### src/rtl/gshm_pkg.sv
// ----------------------------------------------------------------------------
// gshm_pkg
// Shared types and constants of the gas sensor heater cycle block.
// ----------------------------------------------------------------------------
package gshm_pkg;

    localparam int SAMPLE_W  = 12;
    localparam int TIME_W    = 24;
    localparam int AVG_W     = 16;
    localparam int FRAC_W    = 4;
    localparam int REC_W     = 32;
    localparam int CFG_IDX_W = 2;

    localparam logic [CFG_IDX_W-1:0] REG_HEAT    = 2'd0;
    localparam logic [CFG_IDX_W-1:0] REG_MEASURE = 2'd1;
    localparam logic [CFG_IDX_W-1:0] REG_SETTLE  = 2'd2;

    localparam logic [TIME_W-1:0] HEAT_RESET    = 24'd60000;
    localparam logic [TIME_W-1:0] MEASURE_RESET = 24'd90000;
    localparam logic [TIME_W-1:0] SETTLE_RESET  = 24'd20000;
    localparam logic [TIME_W-1:0] ELAPSED_RESET = 24'hFFFFFF;

    typedef enum logic {
        OP_TICK   = 1'b0,
        OP_SAMPLE = 1'b1
    } t_op;

    typedef struct packed {
        t_op                 op;
        logic [SAMPLE_W-1:0] sample;
    } t_item;

    // Head of the queue as the back end sees it.
    typedef struct packed {
        logic  valid;
        t_item item;
    } t_queue_head;

    typedef enum logic {
        ST_IDLE = 1'b0,
        ST_DIV  = 1'b1
    } t_back_state;

endpackage

### src/rtl/gshm_front.sv
// ----------------------------------------------------------------------------
// gshm_front
// Accepts input transactions, classifies them and holds them in a
// two-entry queue for the back end.
// ----------------------------------------------------------------------------
module gshm_front (
    input  logic                          i_clk,
    input  logic                          i_rst_n,
    input  logic                          i_in_valid,
    output logic                          o_in_stall,
    input  logic                          i_kind,
    input  logic [gshm_pkg::SAMPLE_W-1:0] i_sample,
    input  logic                          i_pop,
    output gshm_pkg::t_queue_head         o_head
);
    import gshm_pkg::*;

    t_item       r_mem [2];
    logic        r_wptr;
    logic        r_rptr;
    logic [1:0]  r_count;
    logic [1:0]  n_count;
    logic        push;
    logic        pop;
    t_item       in_item;

    assign o_in_stall = (r_count == 2'd2);
    assign push       = i_in_valid && !o_in_stall;
    assign pop        = i_pop && (r_count != 2'd0);

    always_comb begin
        in_item.op     = i_kind ? OP_SAMPLE : OP_TICK;
        in_item.sample = i_sample;
    end

    always_comb begin
        n_count = r_count;
        if (push && !pop) begin
            n_count = r_count + 2'd1;
        end else if (pop && !push) begin
            n_count = r_count - 2'd1;
        end
    end

    always_ff @(posedge i_clk) begin
        if (!i_rst_n) begin
            r_wptr  <= 1'b0;
            r_rptr  <= 1'b0;
            r_count <= 2'd0;
        end else begin
            r_count <= n_count;
            if (push) begin
                r_wptr <= ~r_wptr;
            end
            if (pop) begin
                r_rptr <= ~r_rptr;
            end
        end
    end

    always_ff @(posedge i_clk) begin
        if (push) begin
            r_mem[r_wptr] <= in_item;
        end
    end

    assign o_head.valid = (r_count != 2'd0);
    assign o_head.item  = r_mem[r_rptr];

endmodule

### src/rtl/gshm_divider.sv
// ----------------------------------------------------------------------------
// gshm_divider
// Restoring divider, one dividend bit per cycle, quotient truncated.
// ----------------------------------------------------------------------------
module gshm_divider #(
    parameter int DVD_W = 26,
    parameter int DVS_W = 11,
    parameter int QUO_W = 16
) (
    input  logic             i_clk,
    input  logic             i_rst_n,
    input  logic             i_start,
    input  logic [DVD_W-1:0] i_dividend,
    input  logic [DVS_W-1:0] i_divisor,
    output logic             o_done,
    output logic [QUO_W-1:0] o_quotient
);
    localparam int ITER_W = $clog2(DVD_W + 1);

    logic [DVD_W-1:0]  r_dvd;
    logic [DVS_W-1:0]  r_dvs;
    logic [DVS_W-1:0]  r_rem;
    logic [QUO_W-1:0]  r_quo;
    logic [ITER_W-1:0] r_iter;
    logic              r_busy;
    logic              r_done;
    logic [DVS_W:0]    trial;
    logic              fits;
    logic [DVS_W:0]    diff;

    assign trial = {r_rem, r_dvd[DVD_W-1]};
    assign fits  = (trial >= {1'b0, r_dvs});
    assign diff  = trial - {1'b0, r_dvs};

    always_ff @(posedge i_clk) begin
        if (!i_rst_n) begin
            r_busy <= 1'b0;
            r_done <= 1'b0;
            r_iter <= '0;
        end else begin
            r_done <= 1'b0;
            if (i_start) begin
                r_busy <= 1'b1;
                r_iter <= ITER_W'(DVD_W);
            end else if (r_busy) begin
                r_iter <= r_iter - ITER_W'(1);
                if (r_iter == ITER_W'(1)) begin
                    r_busy <= 1'b0;
                    r_done <= 1'b1;
                end
            end
        end
    end

    // The quotient is known to fit QUO_W bits, so upper zero bits shift out.
    always_ff @(posedge i_clk) begin
        if (i_start) begin
            r_dvd <= i_dividend;
            r_dvs <= i_divisor;
            r_rem <= '0;
            r_quo <= '0;
        end else if (r_busy) begin
            r_dvd <= {r_dvd[DVD_W-2:0], 1'b0};
            r_rem <= fits ? diff[DVS_W-1:0] : trial[DVS_W-1:0];
            r_quo <= {r_quo[QUO_W-2:0], fits};
        end
    end

    assign o_done     = r_done;
    assign o_quotient = r_quo;

endmodule

### src/rtl/gshm_back.sv
// ----------------------------------------------------------------------------
// gshm_back
// Phase sequencer, sample accumulator and record output register.
// ----------------------------------------------------------------------------
module gshm_back #(
    parameter int MAX_SAMPLES = 1024,
    parameter int CNT_W       = 11
) (
    input  logic                           i_clk,
    input  logic                           i_rst_n,
    input  gshm_pkg::t_queue_head          i_head,
    output logic                           o_pop,
    input  logic                           i_cfg_valid,
    input  logic [gshm_pkg::CFG_IDX_W-1:0] i_cfg_index,
    input  logic [gshm_pkg::TIME_W-1:0]    i_cfg_data,
    output logic                           o_out_valid,
    input  logic                           i_out_stall,
    output logic                           o_heater_on,
    output logic                           o_record_valid,
    output logic [gshm_pkg::AVG_W-1:0]     o_average,
    output logic [CNT_W-1:0]               o_sample_count,
    output logic                           o_no_samples,
    output logic [gshm_pkg::REC_W-1:0]     o_record_number
);
    import gshm_pkg::*;

    localparam int SUM_W = $clog2(((1 << SAMPLE_W) - 1) * MAX_SAMPLES + 1);
    localparam int DVD_W = SUM_W + FRAC_W;

    logic [TIME_W-1:0] r_heat;
    logic [TIME_W-1:0] r_measure;
    logic [TIME_W-1:0] r_settle;

    t_back_state       r_state, n_state;
    logic              r_measuring, n_measuring;
    logic [TIME_W-1:0] r_elapsed, n_elapsed;
    logic              r_settled, n_settled;
    logic [SUM_W-1:0]  r_sum, n_sum;
    logic [CNT_W-1:0]  r_cnt, n_cnt;
    logic [REC_W-1:0]  r_records, n_records;

    logic              r_out_valid, n_out_valid;
    logic              r_o_heater, n_o_heater;
    logic              r_o_rec, n_o_rec;
    logic [AVG_W-1:0]  r_o_avg, n_o_avg;
    logic [CNT_W-1:0]  r_o_cnt, n_o_cnt;
    logic              r_o_none, n_o_none;
    logic [REC_W-1:0]  r_o_num, n_o_num;

    logic              div_start;
    logic              div_done;
    logic [AVG_W-1:0]  div_quo;
    logic [TIME_W:0]   next_elapsed;
    logic [TIME_W-1:0] phase_len;

    assign next_elapsed = {1'b0, r_elapsed} + {{TIME_W{1'b0}}, 1'b1};
    assign phase_len    = r_measuring ? r_measure : r_heat;

    always_ff @(posedge i_clk) begin
        if (!i_rst_n) begin
            r_heat    <= HEAT_RESET;
            r_measure <= MEASURE_RESET;
            r_settle  <= SETTLE_RESET;
        end else if (i_cfg_valid) begin
            case (i_cfg_index)
                REG_HEAT:    r_heat    <= i_cfg_data;
                REG_MEASURE: r_measure <= i_cfg_data;
                REG_SETTLE:  r_settle  <= i_cfg_data;
                default:     ;
            endcase
        end
    end

    always_comb begin
        n_state     = r_state;
        n_measuring = r_measuring;
        n_elapsed   = r_elapsed;
        n_settled   = r_settled;
        n_sum       = r_sum;
        n_cnt       = r_cnt;
        n_records   = r_records;
        n_out_valid = r_out_valid && i_out_stall;
        n_o_heater  = r_o_heater;
        n_o_rec     = r_o_rec;
        n_o_avg     = r_o_avg;
        n_o_cnt     = r_o_cnt;
        n_o_none    = r_o_none;
        n_o_num     = r_o_num;
        o_pop       = 1'b0;
        div_start   = 1'b0;
        case (r_state)
            ST_IDLE: begin
                if (i_head.valid && !r_out_valid) begin
                    o_pop       = 1'b1;
                    n_out_valid = 1'b1;
                    n_o_rec     = 1'b0;
                    n_o_avg     = '0;
                    n_o_cnt     = '0;
                    n_o_none    = 1'b0;
                    n_o_num     = '0;
                    if (i_head.item.op == OP_TICK) begin
                        if (next_elapsed > {1'b0, phase_len}) begin
                            n_elapsed = '0;
                            if (r_measuring) begin
                                n_measuring = 1'b0;
                                n_settled   = 1'b0;
                                n_sum       = '0;
                                n_cnt       = '0;
                                n_records   = r_records + REC_W'(1);
                                n_o_rec     = 1'b1;
                                n_o_cnt     = r_cnt;
                                n_o_num     = r_records;
                                if (r_cnt == '0) begin
                                    n_o_none = 1'b1;
                                end else begin
                                    // Result waits for the quotient.
                                    div_start   = 1'b1;
                                    n_out_valid = 1'b0;
                                    n_state     = ST_DIV;
                                end
                            end else begin
                                n_measuring = 1'b1;
                                n_settled   = (r_settle == '0);
                            end
                        end else begin
                            n_elapsed = next_elapsed[TIME_W-1:0];
                            if (r_measuring && (next_elapsed >= {1'b0, r_settle})) begin
                                n_settled = 1'b1;
                            end
                        end
                    end else begin
                        if (r_measuring && r_settled && (r_cnt < CNT_W'(MAX_SAMPLES))) begin
                            n_cnt = r_cnt + CNT_W'(1);
                            n_sum = r_sum + SUM_W'(i_head.item.sample);
                        end
                    end
                    n_o_heater = !n_measuring;
                end
            end
            ST_DIV: begin
                if (div_done) begin
                    n_o_avg     = div_quo;
                    n_out_valid = 1'b1;
                    n_state     = ST_IDLE;
                end
            end
            default: n_state = ST_IDLE;
        endcase
    end

    always_ff @(posedge i_clk) begin
        if (!i_rst_n) begin
            r_state     <= ST_IDLE;
            r_measuring <= 1'b0;
            r_elapsed   <= ELAPSED_RESET;
            r_settled   <= 1'b0;
            r_sum       <= '0;
            r_cnt       <= '0;
            r_records   <= '0;
            r_out_valid <= 1'b0;
        end else begin
            r_state     <= n_state;
            r_measuring <= n_measuring;
            r_elapsed   <= n_elapsed;
            r_settled   <= n_settled;
            r_sum       <= n_sum;
            r_cnt       <= n_cnt;
            r_records   <= n_records;
            r_out_valid <= n_out_valid;
        end
    end

    always_ff @(posedge i_clk) begin
        r_o_heater <= n_o_heater;
        r_o_rec    <= n_o_rec;
        r_o_avg    <= n_o_avg;
        r_o_cnt    <= n_o_cnt;
        r_o_none   <= n_o_none;
        r_o_num    <= n_o_num;
    end

    gshm_divider #(
        .DVD_W (DVD_W),
        .DVS_W (CNT_W),
        .QUO_W (AVG_W)
    ) u_divider (
        .i_clk      (i_clk),
        .i_rst_n    (i_rst_n),
        .i_start    (div_start),
        .i_dividend ({r_sum, {FRAC_W{1'b0}}}),
        .i_divisor  (r_cnt),
        .o_done     (div_done),
        .o_quotient (div_quo)
    );

    assign o_out_valid     = r_out_valid;
    assign o_heater_on     = r_o_heater;
    assign o_record_valid  = r_o_rec;
    assign o_average       = r_o_avg;
    assign o_sample_count  = r_o_cnt;
    assign o_no_samples    = r_o_none;
    assign o_record_number = r_o_num;

endmodule

### src/rtl/gas_sensor_heat_measure_cycle.sv
// ----------------------------------------------------------------------------
// gas_sensor_heat_measure_cycle
// Gas sensor heater sequencer with averaged measurement records.
// ----------------------------------------------------------------------------
// Every input transaction (a tick or a converter sample) produces exactly one
// result transaction carrying the heater level after it; the tick that ends a
// measure phase also carries the record. Inputs enter a two-entry queue, so
// the source can keep sending while a result waits for the sink. An item
// passes the queue and then the sequencer, whose outputs are registered; the
// tick that closes a record with samples also waits for the bit-per-cycle
// divider that forms the 12.4 average. Configuration writes
// are always ready and must be issued while no item is in flight.
// ----------------------------------------------------------------------------
module gas_sensor_heat_measure_cycle #(
    parameter int MAX_SAMPLES = 1024,
    parameter int CNT_W       = $clog2(MAX_SAMPLES + 1)
) (
    input  logic                           i_clk,
    input  logic                           i_rst_n,
    input  logic                           i_in_valid,
    output logic                           o_in_stall,
    input  logic                           i_kind,
    input  logic [gshm_pkg::SAMPLE_W-1:0]  i_sample,
    output logic                           o_out_valid,
    input  logic                           i_out_stall,
    output logic                           o_heater_on,
    output logic                           o_record_valid,
    output logic [gshm_pkg::AVG_W-1:0]     o_average,
    output logic [CNT_W-1:0]               o_sample_count,
    output logic                           o_no_samples,
    output logic [gshm_pkg::REC_W-1:0]     o_record_number,
    input  logic                           i_cfg_valid,
    output logic                           o_cfg_ready,
    input  logic [gshm_pkg::CFG_IDX_W-1:0] i_cfg_index,
    input  logic [gshm_pkg::TIME_W-1:0]    i_cfg_data
);
    import gshm_pkg::*;

    t_queue_head head;
    logic        pop;

    assign o_cfg_ready = 1'b1;

    gshm_front u_front (
        .i_clk      (i_clk),
        .i_rst_n    (i_rst_n),
        .i_in_valid (i_in_valid),
        .o_in_stall (o_in_stall),
        .i_kind     (i_kind),
        .i_sample   (i_sample),
        .i_pop      (pop),
        .o_head     (head)
    );

    gshm_back #(
        .MAX_SAMPLES (MAX_SAMPLES),
        .CNT_W       (CNT_W)
    ) u_back (
        .i_clk           (i_clk),
        .i_rst_n         (i_rst_n),
        .i_head          (head),
        .o_pop           (pop),
        .i_cfg_valid     (i_cfg_valid && o_cfg_ready),
        .i_cfg_index     (i_cfg_index),
        .i_cfg_data      (i_cfg_data),
        .o_out_valid     (o_out_valid),
        .i_out_stall     (i_out_stall),
        .o_heater_on     (o_heater_on),
        .o_record_valid  (o_record_valid),
        .o_average       (o_average),
        .o_sample_count  (o_sample_count),
        .o_no_samples    (o_no_samples),
        .o_record_number (o_record_number)
    );

endmodule

### config.mk
export PLATFORM = sky130hd
export DESIGN_NAME = gas_sensor_heat_measure_cycle
export DESIGN_NICKNAME = d
export VERILOG_FILES = /design/src/rtl/gshm_pkg.sv /design/src/rtl/gshm_front.sv /design/src/rtl/gshm_divider.sv /design/src/rtl/gshm_back.sv /design/src/rtl/gas_sensor_heat_measure_cycle.sv
export SDC_FILE = /design/constraint.sdc
export NUM_CORES = 1
export LEC_CHECK = 0
export ABC_AREA = 1
export BUFFER_PORTS_ARGS = -buffer_cell sky130_fd_sc_hd__buf_4
export CAP_MARGIN = 20
export CORE_MARGIN = 2
export CORE_UTILIZATION = 35
export CTS_CLUSTER_SIZE = 25
export DETAILED_ROUTE_END_ITERATION = 16
export GPL_ROUTABILITY_DRIVEN = 0
export PLACE_DENSITY_LB_ADDON = 0.25
export SYNTH_ARGS = -nofsm -noshare
export SYNTH_HDL_FRONTEND = slang
export SYNTH_SLANG_ARGS = --single-unit
### constraint.sdc
create_clock -name i_clk -period 4.8 [get_ports i_clk]
set_input_delay 0 -clock i_clk [delete_from_list [all_inputs] [get_ports i_clk]]
set_output_delay 0 -clock i_clk [all_outputs]
set_load 0.02 [all_outputs]
-- Word level (Yosys, flattened, before mapping)
Memory sizes are Yosys's and may differ from the RTL's. A register that Yosys moved wholly into a read port is not among the register bits.
Index checks and enable logic that the tools add are counted.
- output and inout port bits: 65
- memory bits (writable): 26
- bits of input ports: 44
- register bits: 298
- word-level logic and storage cells: 147
- memories kept: 1
- memories (name ; words ; width ; rd ports ; clocked after Yosys merged registers in ; write ports ; RTL line ; RTL):
    u_front.r_mem ; 2 ; 13 ; 1 ; 1 ; 1 ; gshm_front.sv:18 ; t_item r_mem [2];
- eq/ne operators: 7
- mux-type cells: 55
- $lt $le $gt $ge: 4
- add/subtract/negate cells: 8
- reductions and logical operators: 36
- bitwise logic cells: 8
- operator list (operator ; number):
    $mux W22 ; 4
    $mux W11 ; 5
    $mux W26 ; 2
    $mux W24 ; 2
    $mux W1 ; 33
    $add A32 B1 Y32 const B ; 1
    $mux W16 ; 2
    $pmux W16 S2 ; 1
    $add A24 B1 Y25 const B ; 1
    $ge A25 B24 Y1 ; 1
    $gt A25 B24 Y1 ; 1
    $logic_not A24 Y1 ; 1
    $add A22 B12 Y22 ; 1
    $ge A12 B11 Y1 ; 1
    $reduce_bool A2 Y1 ; 6
    $add A11 B1 Y11 const B ; 1
    $logic_not A11 Y1 ; 1
    $lt A11 B11 Y1 const B ; 1
    $sub A11 B11 Y11 ; 1
    $mux W5 ; 2
    $reduce_and A2 Y1 ; 5
    $reduce_and A5 Y1 ; 2
    $logic_and A1 B1 Y1 ; 9
    $not A1 Y1 ; 8
    16 further kinds ; 26

-- Longest topological paths before layout
- depth after elaboration: 8
- gate-level depth with buffers: 23
- mapped depth without buffers: 23

-- Modules after synthesis
Synthesis repeated with hierarchy kept, for this count alone.
- cell total of the unflattened synthesis: 2052
- area total of the unflattened synthesis: 16703.5 um^2
- by module, submodules not included (module ; area an instance (um^2) ; instances ; cells each):
    gshm_back ; 11936.4 ; 1 ; 1549
    gshm_divider ; 3532.1 ; 1 ; 424
    gshm_front ; 1223.7 ; 1 ; 77
    gas_sensor_heat_measure_cycle ; 11.3 ; 1 ; 2

-- Worst setup path after synthesis
Ideal clock, no wire load.
- path kind: register -> register
- from: register u_back.r_elapsed[0]
- to: register u_back.u_divider.r_dvd[10], enable pin
- clock period less this slack: 3756 ps
- cell stages (with the launch flop): 21
- path slack: 1044 ps
- arrival time: 3377 ps
- buffers on the path: 1
- library setup time: 379 ps
- path through: dfxtp_1 ha_1 nand2_2 nor2_4 nand2_4 nor2_8 nand2_1 nor2_1 nand4_1 xor2_1 inv_1 ha_1 and3_1 nand2_1 and3_4 nand3_4 nand3_4 inv_2 nand3_4 buf_2 nand2_1
- cells in the longest elaborated chain, start to end: 7
- ends and longest elaborated chain (item ; RTL line ; RTL):
    start: declaration ; gshm_back.sv:36 ; logic [TIME_W-1:0] r_elapsed, n_elapsed;
    start signal: assignment ; gshm_back.sv:164 ; r_elapsed <= n_elapsed;
    $add A24 B1 Y25 ; gshm_back.sv:56 ; assign next_elapsed = {1'b0, r_elapsed} + {{TIME_W{1'b0}}, 1'b1};
    $gt A25 B24 Y1 ; gshm_back.sv:102 ; if (next_elapsed > {1'b0, phase_len}) begin
    $mux W1 ; gshm_back.sv:102 ;
    $mux W1 ; gshm_back.sv:101 ; if (i_head.item.op == OP_TICK) begin
    $mux W1 ; gshm_back.sv:93 ; if (i_head.valid && !r_out_valid) begin
    $mux W1 ; gshm_back.sv:91 ; case (r_state)
    $reduce_bool A2 Y1 (no source line) ; -- ;
    end signal: assignment ; gshm_divider.sv:58 ; r_dvd <= i_dividend;
    end signal: assignment ; gshm_divider.sv:63 ; r_dvd <= {r_dvd[DVD_W-2:0], 1'b0};
    end: declaration ; gshm_divider.sv:20 ; logic [DVD_W-1:0] r_dvd;
No other way between the ends.
A chain may end at the register's enable or synchronous reset.

-- Worst setup path in the final report
- from: register u_back.r_elapsed[0]
- to: register u_back.r_o_num[2], in the netlist u_back.o_record_number[2] (data pin)
- cells in the longest elaborated chain, start to end: 4
- ends and longest elaborated chain (item ; RTL line ; RTL):
    $add A24 B1 Y25 ; gshm_back.sv:56 ;
    $gt A25 B24 Y1 ; gshm_back.sv:102 ;
    $not A1 Y1 (no source line) ; -- ;
    $reduce_or A3 Y1 (no source line) ; -- ;
    end signal: assignment ; gshm_back.sv:179 ; r_o_num <= n_o_num;
    end: declaration ; gshm_back.sv:48 ; logic [REC_W-1:0] r_o_num, n_o_num;
No other way between the ends.

==> metrics.txt <==
crit path time final 4.41 ns; CORE AREA 46,400 µm²; Leak 7.96 nW; Net Count, Synth 2,137; worst-skew pair later-pin latency 0.56 ns; Max Fclk 227 MHz; measured slew at the worst slew-check pin 0.986 ns; worst rel slew slack 0.340; outcome finished, final reports clean; drt first pass iters 5; Syn Inst Count 2,012; max_cap viols 0; Syn Area/Cell 8.14 µm²; vias in the first global route 13,200; final hold violation count 0; Die Height 220 µm; peak supply drop 0.000274 V; Die ar. 48,600 µm²; hold path startpoint i_cfg_valid; PortBufs 107; Warnings, synthesis 0; Total Routing Usage GR 0.174; critical path data arrival time 4.69 ns; Setup CP Type register to register; CP Capture Type register; sequential-to-total area share from yosys stat 0.471; DR vias/cell 4.94; Seq cells post-synth 325; CTS Sinks 325; row count 79; hold_ws 0.0632 ns; Worst-path clk slew 0.06 ns; skew final 0.0346 ns; largest net degree at the start of global routing 77; initial core utilization 0.353; initial antenna violation count 0; Post-CTS Setup Bufs 0; Post-route DRC 0; first-pass GRT wire length 68,100 µm; pins over their slew limit 0; EDFF count, synth 121; CTS buffer count 39; worst endpoint required time 5.08 ns; grt total ovfl 0; Worst Hold Class input port to register; cell count of the worst reg-to-reg path 21; dpl cell area 17,800 µm²; HPWL after DPL 28,200 µm; Startpoint Class register; Setup Viol. Count Final 0; Final Instance Area 19,500 µm²; WHS Path Cells 5; Post-Syn Area 16,400 µm²; Vias 13,700; final worst-path cycle share 0.920; R2R Path Start u_back.r_elapsed[0]; I/O pins 109; RSZ-0062 raised after global routing no; nets 2,270; Top FF cell, synth dfxtp_1; clk buf depth 3; setup TNS after final layout 0 ns; number of antenna repair diodes 0; post-synth cell types 50; most frequent cells in the layout nand2_1 (419), nor2_1 (235), dfxtp_1 (203), inv_1 (192), a21oi_1 (165); final WL 41,700 µm; CP startpoint u_back.r_elapsed[0]; area grow syn2layout 19.2%; die width 220 µm; worst-path fanout max 44; power density over cell area 566 nW/µm²; Root Driver clkbuf_16; Async SR Flop Fraction 0; routed length per placed instance 15.0 µm; share of cells above drive strength 1 0.102; H-tree depth 2; Antenna Nets Post-Route 0; commonest non-fill, non-tap cell in the layout nand2_1; Iter 0 DRT Violations 958; CTS tree yes
==> layer usage <==
metal  GRT usage  up-vias  share of wire
met1       0.235     6390           0.48
met5           0        -              0
li1            -     6963              -
met2       0.282      305           0.45
met3      0.0285       70          0.048
met4      0.0620        0          0.026
==> synth_stat cells (23+ instances only) <==
library cell / instances / area share
nand2_1: 419 / 0.096
ha_1: 79 / 0.060
mux2i_1: 23 / 0.014
xor2_1: 60 / 0.032
a21oi_1: 165 / 0.050
clkbuf_1: 60 / 0.014
edfxtp_1: 121 / 0.22
o21ai_0: 92 / 0.028
nand4_1: 33 / 0.013
nand3_1: 143 / 0.044
inv_1: 193 / 0.044
dfxtp_1: 204 / 0.25
nor2_1: 236 / 0.054
nor3_1: 36 / 0.011
==> flip-flops by register name, summed over array words and instances (netlist names), 16 cells and up, named ones only <==
signal	flops
u_back.o_average	16
u_back.r_sum	22
u_back.r_heat	24
u_back.r_settle	24
u_back.r_measure	24
u_back.u_divider.r_dvd	22
u_back.o_record_number	32
u_back.r_elapsed	24
u_back.r_records	32
u_front.r_mem	26
u_back.u_divider.o_quotient	16
==> kinds of logic (layout without fill, tap and decap cells) <==
| kind of cell | Yosys count | in the layout | share of synthesized area |
|---|---|---|---|
| AO/OA/AOI/OAI | 323 | 323 | 0.107 |
| XOR/XNOR | 71 | 71 | 0.0379 |
| adder cells (fa/ha/maj) | 81 | 81 | 0.0628 |
| buffers and inverters | 284 | 445 | 0.0691 |
| flip-flops | 325 | 325 | 0.471 |
| multiplexers | 23 | 23 | 0.0140 |
| other | 1 | 1 | 0.000229 |
| AND/OR/NAND/NOR | 904 | 904 | 0.238 |
==> critical path, cell delays in order (launching register included) <==
cell and delay [ns]:
dfxtp_1 0.46, ha_1 0.24, nand2_2 0.08, nor2_4 0.14, nand2_4 0.10, nor2_8 0.13
nand2_1 0.13, nor2_1 0.20, xor2_1 0.23, inv_1 0.10, ha_1 0.32, nand2_1 0.06
nor2_1 0.21, nand4_1 0.12, nor3_1 0.24, nand4_1 0.30, nand2_1 0.22, inv_1 0.07
ha_1 0.18, nand2_1 0.07, buf_4 0.40, nor2_1 0.09
==> cell type report <==
class | count | area (µm²)
multi-input cells | 1403 | 7550
well taps | 607 | 759
fillers | 4673 | 26800
clock inverters | 17 | 193
inverters | 198 | 746
clock buffers | 52 | 1100
flip-flops and latches | 325 | 7720
repair buffers | 178 | 1470
==> final timing paths <==
path	endpoint	slack [ns]
worst max-delay path	u_back.o_record_number[2]	0.39
worst min-delay path	u_back.r_settle[11]	0.06
worst max register to register	u_back.o_record_number[2]	0.39
worst min register to register	u_back.r_measure[7]	0.46
==> stage by stage <==
| step | utilization | std cells | setup WS [ns] | total power [mW] |
|---|---|---|---|---|
| detailed placement | 0.383 | 2664 | 0.325 | 8.06 |
| global placement | 0.383 | 2662 | 0.743 | 7.97 |
| floorplan | - | 2012 | 1.04 | 6.68 |
| global route | 0.421 | 2780 | 0.0871 | 11.8 |
| CTS | 0.421 | 2780 | 0.261 | 11.1 |
| finish | 0.421 | 2780 | 0.386 | 11.0 |
==> report_power, final <==
part,internal [mW],switching (mW),leakage (nW)
clock network,1.82,1.18,0.645
registers,3.41,0.298,2.81
logic,1.54,2.79,4.50
total,6.77,4.27,7.96
==> repair_timing <==
item	CTS	global route
resized for setup	0	1
hold buffers	47	0
endpoints found under the hold margin	107	0
setup endpoints to repair	0	44
Note: power is estimated with default switching activity, not from simulation.
